--- config.mk ---
export PLATFORM = sky130hd
export DESIGN_NAME = gtus_cordic_cell
export DESIGN_NICKNAME = d
export VERILOG_FILES = /design/src/rtl/gtus_pkg.sv /design/src/rtl/gtus_cordic_cell.sv
export SDC_FILE = /design/constraint.sdc
export NUM_CORES = 1
export LEC_CHECK = 0
export BUFFER_PORTS_ARGS = -buffer_cell sky130_fd_sc_hd__buf_4
export CAP_MARGIN = 20
export CORE_ASPECT_RATIO = 1.25
export CORE_MARGIN = 4
export CORE_UTILIZATION = 40
export CTS_BUF_LIST = sky130_fd_sc_hd__clkbuf_16
export CTS_CLUSTER_SIZE = 40
export DETAILED_ROUTE_END_ITERATION = 10
export PLACE_DENSITY_LB_ADDON = 0.15
export SYNTH_ARGS = -nofsm -noshare
export SYNTH_HDL_FRONTEND = slang
export SYNTH_SLANG_ARGS = --single-unit
--- constraint.sdc ---
create_clock -name i_clk -period 3.6 [get_ports i_clk]
set_input_delay 0 -clock i_clk [delete_from_list [all_inputs] [get_ports i_clk]]
set_output_delay 0 -clock i_clk [all_outputs]
set_load 0.01 [all_outputs]
--- src/rtl/gtus_pkg.sv ---
// Package for the grid to unit sphere point block: CORDIC constants and shared types.
// Depends on nothing; used by every module in rtl.
package gtus_pkg;
    localparam int STEP_WIDTH   = 11;
    localparam int CORDIC_STEPS = 16;
    localparam int ANG_WIDTH    = 26;
    localparam int VEC_WIDTH    = 34;
    localparam logic signed [VEC_WIDTH-1:0] CORDIC_GAIN = 34'sd652032874;
    localparam logic signed [ANG_WIDTH-1:0] QUARTER_TURN = 26'sd4194304;
    localparam logic signed [ANG_WIDTH-1:0] HALF_TURN    = 26'sd8388608;

    localparam logic [1:0] ADDR_LAT_STEPS  = 2'd0;
    localparam logic [1:0] ADDR_LONG_STEPS = 2'd1;

    function automatic logic signed [ANG_WIDTH-1:0] atan_turn(input int i);
        logic signed [ANG_WIDTH-1:0] a;
        begin
            unique case (i)
                0: a = 26'sd2097152;   1: a = 26'sd1238021;
                2: a = 26'sd654136;    3: a = 26'sd332051;
                4: a = 26'sd166669;    5: a = 26'sd83416;
                6: a = 26'sd41718;     7: a = 26'sd20860;
                8: a = 26'sd10430;     9: a = 26'sd5215;
                10: a = 26'sd2608;     11: a = 26'sd1304;
                12: a = 26'sd652;      13: a = 26'sd326;
                14: a = 26'sd163;      default: a = 26'sd81;
            endcase
            return a;
        end
    endfunction
endpackage

--- src/rtl/gtus_cordic_cell.sv ---
// One CORDIC rotation cell with a fixed shift, registered outputs.
// Depends on gtus_pkg.
module gtus_cordic_cell
    import gtus_pkg::*;
#(
    parameter int SHIFT = 0
) (
    input  logic                        i_clk,
    input  logic                        i_en,
    input  logic signed [VEC_WIDTH-1:0] i_x,
    input  logic signed [VEC_WIDTH-1:0] i_y,
    input  logic signed [ANG_WIDTH-1:0] i_t,
    output logic signed [VEC_WIDTH-1:0] o_x,
    output logic signed [VEC_WIDTH-1:0] o_y,
    output logic signed [ANG_WIDTH-1:0] o_t
);
    logic signed [VEC_WIDTH-1:0] w_dx;
    logic signed [VEC_WIDTH-1:0] w_dy;

    assign w_dx = i_y >>> SHIFT;
    assign w_dy = i_x >>> SHIFT;

    always_ff @(posedge i_clk) begin
        if (i_en) begin
            if (!i_t[ANG_WIDTH-1]) begin
                o_x <= i_x - w_dx;
                o_y <= i_y + w_dy;
                o_t <= i_t - atan_turn(SHIFT);
            end else begin
                o_x <= i_x + w_dx;
                o_y <= i_y - w_dy;
                o_t <= i_t + atan_turn(SHIFT);
            end
        end
    end
endmodule

==> impl_metrics.toml <==
[global_routing]
grt_max_degree = 74
grt_pass1_wl_mm = 41.9
grt_usage = 0.211
grt_pass1_vias = 7924
antenna_found_initial = 0
overflow = 0

[timing]
drv_slew = 0
rsz0062_at_grt = "no"
tightest_slew_ns = 0.810
post-route-min-period_ns = 2.83
fmax_ghz = 0.354
setup_viol = 0
final.period_utilization = 0.786
finalHoldViolCount = 0
setup_tns_ns = 0
relSlewSlack = 0.460

[pwr]
p_leak_uw = 0.00488
internal_power_uw = 2590
p_seq_frac = 0.361
clock_power_share = 0.249
ir_drop_mv = 0.237
switching_power_uw = 1430
swShare = 0.355
pwr-share-comb = 0.390
p_per_area_nw_per_um2 = 370

[floorplan]
die_y_um = 173
core_um2 = 21000
dieWidth_um = 140
initial_utilization = 0.412
die-area_um2 = 24100
rows = 59
io_pins = 190

[placement]
port_buffers = 189
dp_hpwl_mm = 20.8
dp_cells = 1418
gp_congestion = 0.917

[clock_tree]
numClockSinks = 93
cts_buffer_depth = 2
post_cts_buffers = 0
numCtsBuffers = 9
cts.hold.buffers_added = 23
htreeDepth = 3
root_buffer = "clkbuf_16"
clk_transition_reported_paths_ns = 0.08
cts_tree = "yes"
cts.repair.resized = 0

[detailed_routing]
wl_per_cell_um = 18.1
drc = 0
vias = 7939
via_per_inst = 5.45
antenna_left = 0
drtIter0Drc = 506
firstDrtPassIters = 5
wl_mm = 26.4

[job]
drv_cap = 0

[worst_setup_path]
slowest_delay_ns = 0.46
critPathCaptureType = "flip-flop"
crit_fanout = 5
crit_chain = "buf_4 > ha_1 > fa_1 > nor2b_1 > o211ai_1 > a2bb2oi_1 > a211oi_2 > o211ai_1 > a221oi_2 > o31ai_1 > a21oi_1 > xnor2_1"
timing.critical_path.from = "i_x[0]"
crit_top_cell = "o211ai_1"
worstPathRequired_ns = 3.70
start_kind = "input port"
critPathSlowestCell = "a221oi_2"
path_class = "in2reg"
critPathArrivalTime_ns = 2.93

[synthesis]
ys_seq_elements = 93
syn_area_per_cell_um2 = 8.77
ys.flop_type = "edfxtp_1"
synthDistinctLibCells = 77
ys_seq_area_frac = 0.322
synth_fp_nets = 1190
synth_enable_flop_cells = 93
synth-async-reset-ratio = 0
synth_area_um2 = 8660
yosysWarnings = 0
synthCells = 988

[min_path]
worst_hold_startpoint = "i_y[0]"
hp-class = "in2reg"

[layout]
fill_cells = 1987
area_growth_pct = 25.4
diodes = 0
register_area_um2 = 2790
final_nets = 1380
final_layout_size_suffix_gt1_frac = 0.204
fin_cells = 1457
multi_input_area_um2 = 5250

[outcome]
outcome = "complete, no violations"
==> final cells by class <==
cell class                 count  area share
multi-input combinational    740       0.484
sequential                    93       0.257
timing repair buffer         227       0.162
inverter                     107      0.0370
tap                          274      0.0316
clock buffer                   9      0.0207
clock inverter                 7     0.00772
==> cells by family (layout without fill, tap and decap cells) <==
| family | after synthesis | in the layout | share of synthesized area |
|---|---|---|---|
| multiplexers | 14 | 14 | 0.0162 |
| flip-flops | 93 | 93 | 0.322 |
| adder cells (fa/ha/maj) | 106 | 106 | 0.157 |
| AO/OA/AOI/OAI | 325 | 325 | 0.243 |
| buffers and inverters | 155 | 350 | 0.0713 |
| XOR/XNOR | 67 | 67 | 0.0677 |
| AND/OR/NAND/NOR | 228 | 228 | 0.123 |
==> layout by cell type (no fill, tap or decap), types with 3 or more instances in the layout <==
master           n
a2111oi_0        3
a211o_1          5
a211oi_1         9
a21boi_0         3
a21o_1          30
a21oi_1        104
a221oi_1         4
a31oi_1          9
and3_1           6
buf_4          204
clkbuf_16        9
dlygate4sd3_1   23
edfxtp_1        93
fa_1             4
ha_1           102
inv_1          104
inv_8            3
mux2i_1         14
nand2_1         47
nand2b_1        10
nand3_1         12
nand4_1          9
nor2_1          94
nor2b_1         10
nor3_1          12
nor4_1          11
o211ai_1        14
o21a_1          10
o21ai_0         60
o21ai_1          5
o21bai_1        18
o22ai_1          4
o31ai_1         15
or2_2            4
xnor2_1         55
xor2_1          12
==> power by group through the flow <==
| stage | logic (uW) | registers, uW | clock network [uW] |
|---|---|---|---|
| 3_5_place_dp | 1540 | 1480 | 0 |
| 4_1_cts | 1570 | 1450 | 1030 |
| 5_1_grt | 1700 | 1470 | 1080 |
| 3_3_place_gp | 1530 | 1480 | 0 |
| 2_1_floorplan | 818 | 1560 | 0 |
| 6_report | 1570 | 1450 | 1000 |
==> state kept, by name, summed over array words and instances (netlist names) <==
| name | flops |
|---|---|
| o_x | 34 |
| o_y | 33 |
| o_t | 26 |
==> synth_stat cells, drive strengths merged (16+ instances only) <==
master | n | area, um^2
xnor2 | 55 | 482
nand2 | 48 | 183
nor2 | 95 | 364
inv | 105 | 394
o31ai | 16 | 125
edfxtp | 93 | 2790
o21ai | 65 | 325
clkbuf | 22 | 82.6
o21bai | 18 | 135
buf | 26 | 134
a21oi | 106 | 546
a21o | 31 | 234
ha | 102 | 1280
==> stage by stage <==
step | total power, uW | setup slack, ns | hold WS, ns | cell area (um^2) | util
finish | 4020 | 0.772 | 0.0452 | 10900 | 0.516
global route | 4250 | 0.508 | 0.0403 | 10900 | 0.516
CTS | 4050 | 0.812 | 0.0380 | 10900 | 0.516
detailed placement | 3010 | 0.435 | 0.180 | 10300 | 0.491
global placement | 3010 | 0.402 | 0.178 | 10300 | 0.491
floorplan | 2380 | 1.01 | 0.0989 | 8660 | -
==> path summary, 6_finish.rpt <==
check	to	slack (ns)	cells after the start
max	o_x[30]$_DFFE_PP_	0.77	12
min	o_x[0]$_DFFE_PP_	0.05	3
==> routing by layer <==
layer | GRT usage | vias up | wire length [um]
li1 | - | 3889 | -
met1 | 0.266 | 3745 | 11300
met2 | 0.375 | 260 | 13200
met3 | 0.0287 | 45 | 1270
met4 | 0.0638 | 0 | 633
met5 | 0 | - | 0
==> worst max-delay path, delay by kind of cell <==
kind	cells	cell delay [ns]
adders and majority gates	2	0.67
buffers and inverters	1	0.12
and+or+nand+nor	1	0.17
xor gates and xnor gates	1	0.09
AOI/OAI and AO/OA	7	1.89
(Power assumes the default switching activity.)
