### src/rtl/gtus_pkg.sv
// Package for the grid to unit sphere point block: CORDIC constants and shared types.
// Depends on nothing; used by every module in rtl.
package gtus_pkg;
    localparam int STEP_WIDTH   = 11;
    localparam int CORDIC_STEPS = 16;
    localparam int ANG_WIDTH    = 26;
    localparam int VEC_WIDTH    = 34;
    localparam logic signed [VEC_WIDTH-1:0] CORDIC_GAIN = 34'sd652032874;
    localparam logic signed [ANG_WIDTH-1:0] QUARTER_TURN = 26'sd4194304;
    localparam logic signed [ANG_WIDTH-1:0] HALF_TURN    = 26'sd8388608;

    localparam logic [1:0] ADDR_LAT_STEPS  = 2'd0;
    localparam logic [1:0] ADDR_LONG_STEPS = 2'd1;

    function automatic logic signed [ANG_WIDTH-1:0] atan_turn(input int i);
        logic signed [ANG_WIDTH-1:0] a;
        begin
            unique case (i)
                0: a = 26'sd2097152;   1: a = 26'sd1238021;
                2: a = 26'sd654136;    3: a = 26'sd332051;
                4: a = 26'sd166669;    5: a = 26'sd83416;
                6: a = 26'sd41718;     7: a = 26'sd20860;
                8: a = 26'sd10430;     9: a = 26'sd5215;
                10: a = 26'sd2608;     11: a = 26'sd1304;
                12: a = 26'sd652;      13: a = 26'sd326;
                14: a = 26'sd163;      default: a = 26'sd81;
            endcase
            return a;
        end
    endfunction
endpackage

### src/rtl/gtus_div_cell.sv
// One restoring division cell: produces one quotient bit per stage.
// Depends on gtus_pkg.
module gtus_div_cell
    import gtus_pkg::*;
#(
    parameter int NUM_WIDTH = 26
) (
    input  logic                  i_clk,
    input  logic                  i_en,
    input  logic [STEP_WIDTH:0]   i_rem,
    input  logic [NUM_WIDTH-1:0]  i_num,
    input  logic [STEP_WIDTH-1:0] i_den,
    output logic [STEP_WIDTH:0]   o_rem,
    output logic [NUM_WIDTH-1:0]  o_num,
    output logic [STEP_WIDTH-1:0] o_den
);
    logic [STEP_WIDTH+1:0] w_trial;
    logic [STEP_WIDTH+1:0] w_diff;

    assign w_trial = {i_rem, i_num[NUM_WIDTH-1]};
    assign w_diff  = w_trial - {2'b00, i_den};

    always_ff @(posedge i_clk) begin
        if (i_en) begin
            // While the incoming remainder is below the divisor it stays so, and fits STEP_WIDTH+1 bits.
            if (!w_diff[STEP_WIDTH+1]) begin
                o_rem <= w_diff[STEP_WIDTH:0];
                o_num <= {i_num[NUM_WIDTH-2:0], 1'b1};
            end else begin
                o_rem <= w_trial[STEP_WIDTH:0];
                o_num <= {i_num[NUM_WIDTH-2:0], 1'b0};
            end
            o_den <= i_den;
        end
    end
endmodule

### config.mk
export PLATFORM = sky130hd
export DESIGN_NAME = gtus_div_cell
export DESIGN_NICKNAME = d
export VERILOG_FILES = /design/src/rtl/gtus_pkg.sv /design/src/rtl/gtus_div_cell.sv
export SDC_FILE = /design/constraint.sdc
export NUM_CORES = 1
export LEC_CHECK = 0
export ABC_AREA = 1
export CAP_MARGIN = 25
export CORE_AREA = 2 2 69 71
export CTS_CLUSTER_SIZE = 20
export DETAILED_ROUTE_END_ITERATION = 8
export DIE_AREA = 0 0 71 73
export DONT_BUFFER_PORTS = 1
export GPL_TIMING_DRIVEN = 0
export PLACE_DENSITY = 0.75
export SLEW_MARGIN = 15
export SYNTH_ARGS = -nofsm -noshare
export SYNTH_HDL_FRONTEND = slang
export SYNTH_SLANG_ARGS = --single-unit
### constraint.sdc
create_clock -name i_clk -period 1.8 [get_ports i_clk]
set_clock_uncertainty 0.15 [all_clocks]
set_input_delay 0.18 -clock i_clk [delete_from_list [all_inputs] [get_ports i_clk]]
set_output_delay 0.18 -clock i_clk [all_outputs]
set_load 0.01 [all_outputs]
==> run metrics, run 1 <==
outcome=complete, but fails checks; failing checks=hold timing; crit-path most repeated cell=nand3_2; max_cap viols=0; Syn Std Cell Area=approximately 0.0024 mm^2; via count=~1,900; adder-cell share of the synthesized area=under 10%; Synth top area share=60.6%; CP max-delay cell=fa_2; Yosys cell types=16; Mapped Cells=roughly 240; Remaining DRCs=0; Post-Synth XOR/XNOR Area=~1.4%; gp weighted congestion=about 0.9; dominant synthesized flop cell=edfxtp_1; Rel. slew slack=80.4%; largest stage delay on the critical path=0.37 ns; Die ar.=0.00518 mm^2; EDFF count, synth=49; synth cell count leaders=nand2_1, edfxtp_1, inv_1; CTS tree=yes; Seq cells post-synth=just under 50; ANT nets after route=0; fin crit share=between 90% and 100%; Leak Pwr=approximately 1.4 nW; first-pass GRT wire length=9.22 mm; largest cells by area after synthesis=edfxtp_1, nand2_1, inv_1; count of final setup violators=0; Slew Viols, Final=0; fillers=between 300 and 400; drt first pass iters=5; simple-gate share of the synthesized area=23.1%; multiplexer share of the synthesized area=0%; global route overflow=0; vias in the first global route=between 1,500 and 2,000; top cell type by total area after synthesis=edfxtp_1; Hold Path Class=in -> reg; CTS Buf Count=5; CP arrival=1.67 ns; Post-Route WL=6.24 mm; Clock Path Buffers=2; io pins=100; Mapped Avg Cell Area=about 10 um^2; dpl ws=-0.274 ns; largest family of logic cells by synthesized area=simple AND/OR/NAND/NOR gates; crit path max fanout=10; worst setup path class=in -> reg; sequential share of the synthesized area=around three fifths; Worst path depth=11; Initial Utilization=between 50% and 60%; fin nets=362; top-count cell post-synth=nand2_1; CP endpoint kind=flop; Worst-path clk slew=about 0.1 ns; compound-gate portion of the synthesized area=less than 1%; synth warn=0; setup TNS=0 ns; Final WS setup=around 0.042 ns; DP Wirelength=between 3 and 4 mm; fin crit period=1.76 ns; PwrDens=approximately 860 mW/mm^2; htree depth=2; FMAX=between 500 and 600 MHz; largest net degree at the start of global routing=50; Worst VDD drop=a little under 400 uV; Antenna diodes=0; Avg WL per Cell=roughly 18 um; final hold slack=-0.179 ns; hold endpoint=o_num[25]; Hold Startpoint=i_en; cell family with most CP delay=simple AND/OR/NAND/NOR gates; asr flop ratio synth=0%; CP bufs+invs=3; initial antenna violation count=0; initial DRC count=292; syn_nets=306; layout cells sized above 1=about 9.0%; Vias/cell=~5.5; Buffers on Ports=0; Worst Path Required=roughly 1.7 ns; core area=~0.0045 mm^2; Die Span Y=73 um; CP startpoint kind=primary input; Worst-Margin Slew=between 0.2 and 0.3 ns; Sink Count=a little under 50; Hold Path Cell Cnt=0; die extent in x=between 70 and 80 um; Placement Rows=25; Layout area overhead=30.3%; CP cell instances=inv_4, ha_4, inv_2, fa_2, nand3_2, nand3_2, nand3_2, nand4_4, buf_6, nand3_1, nand2_1; total design power=2.72 mW; total track usage=23.5%; Root Driver=clkbuf_8; Final Hold Viols=a little under 50
-- through the flow --
step | instances | area [um^2] | utilization [%] | hold slack, ns
3_3_place_gp | 297 | 2550 | 56.2 | 0.129
6_report | 354 | 3160 | 69.8 | -0.179
2_1_floorplan | 243 | 2480 | - | 0.129
3_5_place_dp | 297 | 2550 | 56.2 | 0.129
4_1_cts | 352 | 3130 | 69.0 | -0.166
5_1_grt | 354 | 3160 | 69.8 | -0.192
-- cell type report --
type	count	area, um^2	area share, %
inverter	44	168	5.30
timing repair buffer	49	488	15.4
tap	54	67.6	2.14
buffer	2	22.5	0.712
sequential	49	1470	46.5
multi-input combinational	148	837	26.5
clock buffer	5	68.8	2.17
clock inverter	3	41.3	1.30
-- report_power, final --
part           internal, mW  total [mW]  switching [mW]
logic                 0.196       0.444           0.248
clock network         0.410       0.793           0.384
registers              1.39        1.48          0.0946
total                  1.99        2.72           0.726
-- sequential cells by signal, indices dropped and copies added, names as in the netlist --
signal  count
o_den      11
o_num      26
o_rem      12
-- metal layers --
layer  part of all wire, %  global-route usage (%)  up-vias  routed length [um]
li1                      -                       -      906                   -
met2                    49                    39.9      138                3090
met1                    36                    29.3      867                2250
met4                   2.7                    7.76        0                 167
met3                    12                    6.49       19                 733
met5                     0                       0        -                   0
-- worst max path at each step --
| stage | start | to | slack, ns |
|---|---|---|---|
| floorplan | i_num[25] | o_rem[2] | -0.003 |
| global placement | i_den[9] | o_rem[3] | -0.24 |
| detailed placement | i_den[9] | o_rem[3] | -0.27 |
| CTS | i_den[9] | o_rem[6] | 0.02 |
| global route | i_den[10] | o_rem[7] | -0.03 |
| finish | i_num[25] | o_rem[7] | 0.04 |
-- cells in the final DEF (no fill, tap or decap) --
master and n:
ha_1 9, inv_4 1, nand4_1 4, nor2_1 6, clkinvlp_4 1, edfxtp_1 49, fa_2 1, nand2_1 81
buf_4 1, buf_6 2, a21oi_2 1, nand2_2 2, ha_4 1, ha_2 1, bufinv_16 1, nand2_4 1
dlygate4sd3_1 48, nand3_2 6, inv_2 1, nand4_4 1, a21oi_1 3, xor2_1 4, nand3_1 26, inv_1 42
clkinv_1 1, nor3_4 1, clkbuf_8 5
-- logic make-up (layout without fill, tap and decap cells) --
logic type	Yosys count	count (layout)
and+or+nand+nor	128	128
adders and majority gates	12	12
DFF	49	49
buffers and inverters	46	103
AOI/OAI and AO/OA	4	4
xor gates and xnor gates	4	4
-- repair_timing --
item,CTS,global route
hold buffers,47,1
setup buffers,0,1
resized for setup,0,4
hold endpoints to repair,96,50
endpoints found under the setup margin,0,10
Note: power is estimated with default switching activity, not from simulation.
==> run 2, diff against run 1 <==
Settings changed: CORE_AREA 2 2 69 71 to 2 2 77 79, DIE_AREA 0 0 71 73 to 0 0 79 81, PLACE_DENSITY 0.75 to 0.63.
==> run metrics, run 2 (synthesized netlist as in run 1, its figures left out) <==
outcome=complete, but fails checks; failing checks=hold timing; Remaining DRCs=0 (unchanged); hold endpoint=o_rem[9]; total design power=2.54 mW (-6.8%); Die ar.=0.00640 mm^2 (+23%); largest net degree at the start of global routing=50 (unchanged); Worst-path clk slew=0.10 ns (about the same); count of final setup violators=0 (unchanged); global route overflow=0 (unchanged); hold buffers post-CTS=47 (unchanged); Buffers on Ports=0 (unchanged); CP startpoint kind=primary input; Hold Path Cell Cnt=0 (unchanged); Root Driver=clkbuf_8; fin crit share=94.5% (-3.2 points); Worst VDD drop=294 uV (-24%); ANT nets after route=0 (unchanged); Post-Route WL=5.54 mm (-11%); Hold Startpoint=i_en; CTS Buf Count=5 (unchanged); Final WS setup=0.0989 ns (+0.0567 ns); Sink Count=49 (unchanged); htree depth=2 (unchanged); max_cap viols=0 (unchanged); final hold slack=-0.170 ns (+0.00845 ns); CTS tree=yes; Worst-Margin Slew=0.269 ns (-0.0240 ns); fin crit period=1.70 ns (-0.0567 ns); first-pass GRT wire length=8.39 mm (-9.0%); dpl ws=-0.308 ns (-0.0342 ns); vias in the first global route=1,741 (-6.6%); most common cell after layout, fill and taps aside=nand2_1; Avg WL per Cell=14.8 um (-16%); Leak Pwr=1.42 nW (-1.2%); Initial Utilization=42.8% (-11 points); Antenna diodes=0 (unchanged); CP endpoint kind=flop; initial antenna violation count=0 (unchanged); Slew Viols, Final=0 (unchanged); Worst Path Required=1.70 ns (about the same); io pins=100 (unchanged); initial DRC count=82 (-72%); total track usage=17.2% (-6.4 points); Hold Path Class=in -> reg; max reg flops=26 (unchanged); core area=0.00568 mm^2 (+25%); Die Span Y=81 um (+11%); most frequent cells in the layout=nand2_1, edfxtp_1, dlygate4sd3_1, inv_1, nand3_1; FMAX=588 MHz (+3.3%); design area=0.00316 mm^2 (-0.28%); drt first pass iters=4 (-1); crit path max fanout=7 (-3); PwrDens=803 mW/mm^2 (-6.5%); gp weighted congestion=0.822 (-7.3%); via count=1,818 (-5.8%); die extent in x=79 um (+11%); Layout area overhead=29.9%; Largest regs=o_num: 26 flops, o_rem: 12 flops, o_den: 11 flops; Clock Path Buffers=2 (unchanged); worst setup path class=in -> reg; DP Area=0.00258 mm^2 (+1.0%); CP arrival=1.60 ns (-0.07 ns); RSZ-0062 raised after global routing=false; Final Hold Viols=49 (unchanged); layout cells sized above 1=8.70% (-0.30 points); DP Wirelength=3.94 mm (+15%); Rel. slew slack=82.0% (+1.6 points); Placement Rows=28 (+12%); Top reg by flops=o_num; fin nets=361 (-0.28%); Vias/cell=4.86 (-11%)
run 2: changes by cell type in the layout (fill, tap and decap cells not counted):
cell           change
bufinv_16          -1
clkbuf_1           +1
clkinv_1           -1
clkinvlp_4         +1
dlygate4sd3_1      -1
ha_1               +1
ha_2               -1
run 2: worst max-delay path, stage by stage:
cell     delay, ns
inv_4         0.04
ha_4          0.12
inv_2         0.05
fa_2          0.38
nand3_2       0.08
nand3_2       0.12
nand3_2       0.14
nand3_2       0.09
nand2_2       0.14
nand2_4       0.11
nand2_1       0.07
nand2_1       0.06
run 2: what timing repair did:
action / in CTS / in global routing
hold endpoints to repair: 96 / 49
gates resized for setup: 0 / 3
setup endpoints to repair: 0 / 12
buffers inserted: 0 / 1
run 2: report_power, final:
group | internal, mW | total (mW) | switching (mW)
Sequential | 1.39 | 1.48 | 0.0948
Clock | 0.274 | 0.636 | 0.362
Combinational | 0.192 | 0.416 | 0.224
run 2: cell type report:
| type | count | area (um^2) |
|---|---|---|
| inverter | 44 | 168 |
| clock buffer | 6 | 72.6 |
| timing repair buffer | 48 | 478 |
| tap | 75 | 93.8 |
| buffer | 2 | 22.5 |
| fill | 501 | 2520 |
| clock inverter | 2 | 15.0 |
| multi-input combinational | 148 | 835 |
| sequential | 49 | 1470 |
run 2: metrics by stage:
stage,util [%],TNS [ns],std cells
6_report,55.6,0,374
5_1_grt,55.6,0,374
4_1_cts,55.2,0,373
3_5_place_dp,45.4,-3.18,318
3_3_place_gp,45.4,-2.56,318
2_1_floorplan,-,-0.00576,243
run 2: worst max-delay path by stage:
| stage | startpoint | to |
|---|---|---|
| final | i_num[25] | o_rem[1] |
| after global routing | i_den[9] | o_rem[6] |
| after CTS | i_den[9] | o_rem[6] |
| after detailed placement | i_den[9] | o_rem[6] |
| after global placement | i_den[9] | o_rem[7] |
| after floorplan | i_num[25] | o_rem[2] |
run 2: routing by layer:
layer	track usage, %	wire (um)	up-vias
li1	-	-	903
met1	21.3	2470	830
met2	30.4	2640	81
met3	4.11	379	4
met4	4.14	46	0
met5	0	0	-
==> run 3, diff against run 2 <==
Settings changed: ABC_AREA 1 to 0, CORE_AREA 2 2 77 79 to 2 2 74 76, DIE_AREA 0 0 79 81 to 0 0 76 78, PLACE_DENSITY 0.63 to 0.62.
==> run metrics, run 3 <==
Worst Path Required=1.70 ns (about the same); drt first pass iters=4 (unchanged); dpl ws=-1.10 ns (-0.788 ns); Rel. slew slack=76.8% (-5.2 points); Hold Path Class=in -> reg; Syn Std Cell Area=0.00222 mm^2 (-8.4%); top-count cell post-synth=edfxtp_1; PwrDens=846 mW/mm^2 (+5.3%); Root Driver=clkbuf_8; layout cells sized above 1=19.7% (+11 points); ANT nets after route=0 (unchanged); via count=1,409 (-22%); Largest regs=o_num: 26 flops, o_rem: 12 flops, o_den: 11 flops; Final WS setup=-0.463 ns (-0.562 ns); Synth top area share=66.1% (+5.6 points); io pins=100 (unchanged); failing checks=hold timing, setup timing; DP Wirelength=2.94 mm (-25%); Initial Utilization=44.1% (+1.3 points); max reg flops=26 (unchanged); Seq cells post-synth=49 (unchanged); gp weighted congestion=0.819 (-0.32%); dominant synthesized flop cell=edfxtp_1; fin crit period=2.26 ns (+0.562 ns); Yosys cell types=35 (+19); Worst-Margin Slew=0.343 ns (+0.0731 ns); vias in the first global route=1,552 (-11%); Placement Rows=26 (-7.1%); RSZ-0062 raised after global routing=true; power share of the clock group=24.7% (-0.4 points); CTS tree=yes; EDFF count, synth=49 (unchanged); largest net degree at the start of global routing=50 (unchanged); Worst-path clk slew=0.09 ns (about the same); Antenna diodes=0 (unchanged); fin crit share=126% (+31 points); outcome=complete, but fails checks; total track usage=16.3% (-0.86 points); Sw Ratio=24.9% (-2.0 points); hold buffers post-CTS=48 (+2.1%); Hold Startpoint=i_en; max_cap viols=0 (unchanged); Post-Route WL=4.67 mm (-16%); CP arrival=2.16 ns (+0.56 ns); initial antenna violation count=0 (unchanged); DR WL met3=348 um (-8.2%); die extent in x=76 um (-3.8%); Metal-1 WL=1.78 mm (-28%); uppermost layer routed=met4; crit path max fanout=8 (+1); crit path launch=i_num[25]; Remaining DRCs=0 (unchanged); top cell type by total area after synthesis=edfxtp_1; hold endpoint=o_den[10]; most frequent cells in the layout=edfxtp_1, dlygate4sd3_1, inv_1, mux2_4, ha_1; largest cells by area after synthesis=edfxtp_1, ha_1, mux2_4; global route overflow=0 (unchanged); final hold slack=-0.162 ns (+0.00822 ns); Vias/cell=5.07 (+4.3%); Die ar.=0.00593 mm^2 (-7.4%); core area=0.00504 mm^2 (-11%); Leak Pwr=1.20 nW (-15%); Buffers on Ports=0 (unchanged); synth warn=0 (unchanged); Mapped Cells=143 (-41%); CP endpoint kind=flop; Die Span Y=78 um (-3.7%); most common cell after layout, fill and taps aside=edfxtp_1; Reg power frac=57.7% (-0.8 points); count of final setup violators=13 (+13); Final Hold Viols=49 (unchanged); sequential share of the synthesized area=66.1% (+5.6 points); CP startpoint kind=primary input; metal2 WL=2.50 mm (-5.5%); worst setup path class=in -> reg; Mapped Avg Cell Area=15.6 um^2 (+56%); post-layout util=60.6% (+5.0 points); Top reg by flops=o_num; Pint=1.94 mW (+4.8%); asr flop ratio synth=0% (unchanged); Sink Count=49 (unchanged); FMAX=442 MHz (-25%); Hold Path Cell Cnt=0 (unchanged); CTS Buf Count=5 (unchanged); synth cell count leaders=edfxtp_1, inv_1, ha_1; fin nets=270 (-25%); Worst VDD drop=367 uV (+25%); switching power=643 uW (-5.5%); first-pass GRT wire length=7.46 mm (-11%); Clock Path Buffers=2 (unchanged); Comb pwr share=17.6% (+1.2 points); Slew Viols, Final=0 (unchanged); syn_nets=206 (-33%); initial DRC count=46 (-44%); Avg WL per Cell=16.8 um (+13%); htree depth=2 (unchanged); Layout area overhead=37.5%
run 3: changes by cell type after synthesis, moves of 4 or more:
| cell | delta |
|---|---|
| nand2_1 | -80 |
| inv_1 | -29 |
| nand3_1 | -28 |
| mux2_4 | +6 |
| xnor2_1 | +6 |
| a21o_1 | +4 |
| mux2_2 | +4 |
| nor3_1 | +4 |
| o21ai_0 | +4 |
run 3: through the flow:
| stage | total power [mW] | setup TNS (ns) | cell area [um^2] | cells |
|---|---|---|---|---|
| 4_1_cts | 2.59 | -5.02 | 3020 | 276 |
| 3_3_place_gp | 1.81 | -12.67 | 2340 | 213 |
| 3_5_place_dp | 1.82 | -12.58 | 2340 | 213 |
| 6_report | 2.59 | -5.29 | 3060 | 278 |
| 5_1_grt | 2.72 | -6.05 | 3060 | 278 |
| 2_1_floorplan | 1.76 | -9.83 | 2260 | 143 |
run 3: cell type report:
class / instances / area, um^2
timing repair buffer: 57 / 556
inverter: 15 / 82.6
clock inverter: 3 / 21.3
sequential: 49 / 1470
buffer: 2 / 16.3
tap: 70 / 87.6
multi-input combinational: 77 / 754
fill: 422 / 1980
clock buffer: 5 / 68.8
run 3: critical path, stage by stage:
cell and delay (ns):
clkinv_16 0.02, ha_4 0.12, inv_2 0.03, fa_2 0.36, a211oi_4 0.25, nor3_2 0.07
o311a_1 0.33, a311oi_4 0.28, buf_6 0.21, mux2_4 0.30
run 3: worst max-delay path by stage:
stage / end / slack (ns)
after detailed placement: o_rem[8] / -1.10
after global placement: o_rem[10] / -1.10
after floorplan: o_rem[10] / -0.87
after CTS: o_rem[6] / -0.44
final: o_rem[6] / -0.46
after global routing: o_rem[9] / -0.52
run 3: kinds of logic (layout without fill, tap and decap cells):
logic type,after synthesis,in the layout,share of synthesized area [%]
AOI/OAI and AO/OA,25,25,9.28
and+or+nand+nor,21,21,4.56
xor gates and xnor gates,8,8,3.15
adders and majority gates,12,12,7.09
buffers and inverters,17,82,3.26
muxes,11,11,6.52
DFF,49,49,66.1
run 3: repair_timing:
action                     CTS  global route
pin swaps                    4             2
resized for setup            8             6
cloned                       0             0
setup endpoints to repair   13            13
hold endpoints to repair    97            49
setup buffers                7             2
run 3: power by group through the flow:
stage               clock [mW]  combinational (mW)  sequential [mW]
floorplan                    0               0.258             1.50
global placement             0               0.295             1.52
detailed placement           0               0.303             1.52
CTS                      0.661               0.437             1.49
global route             0.717               0.498             1.50
finish                   0.639               0.456             1.49
run 3: per-layer routing:
| metal | up-vias | global-route usage (%) |
|---|---|---|
| li1 | 665 | - |
| met1 | 667 | 17.0 |
| met2 | 73 | 30.8 |
| met3 | 4 | 6.05 |
| met4 | 0 | 4.36 |
| met5 | - | 0 |
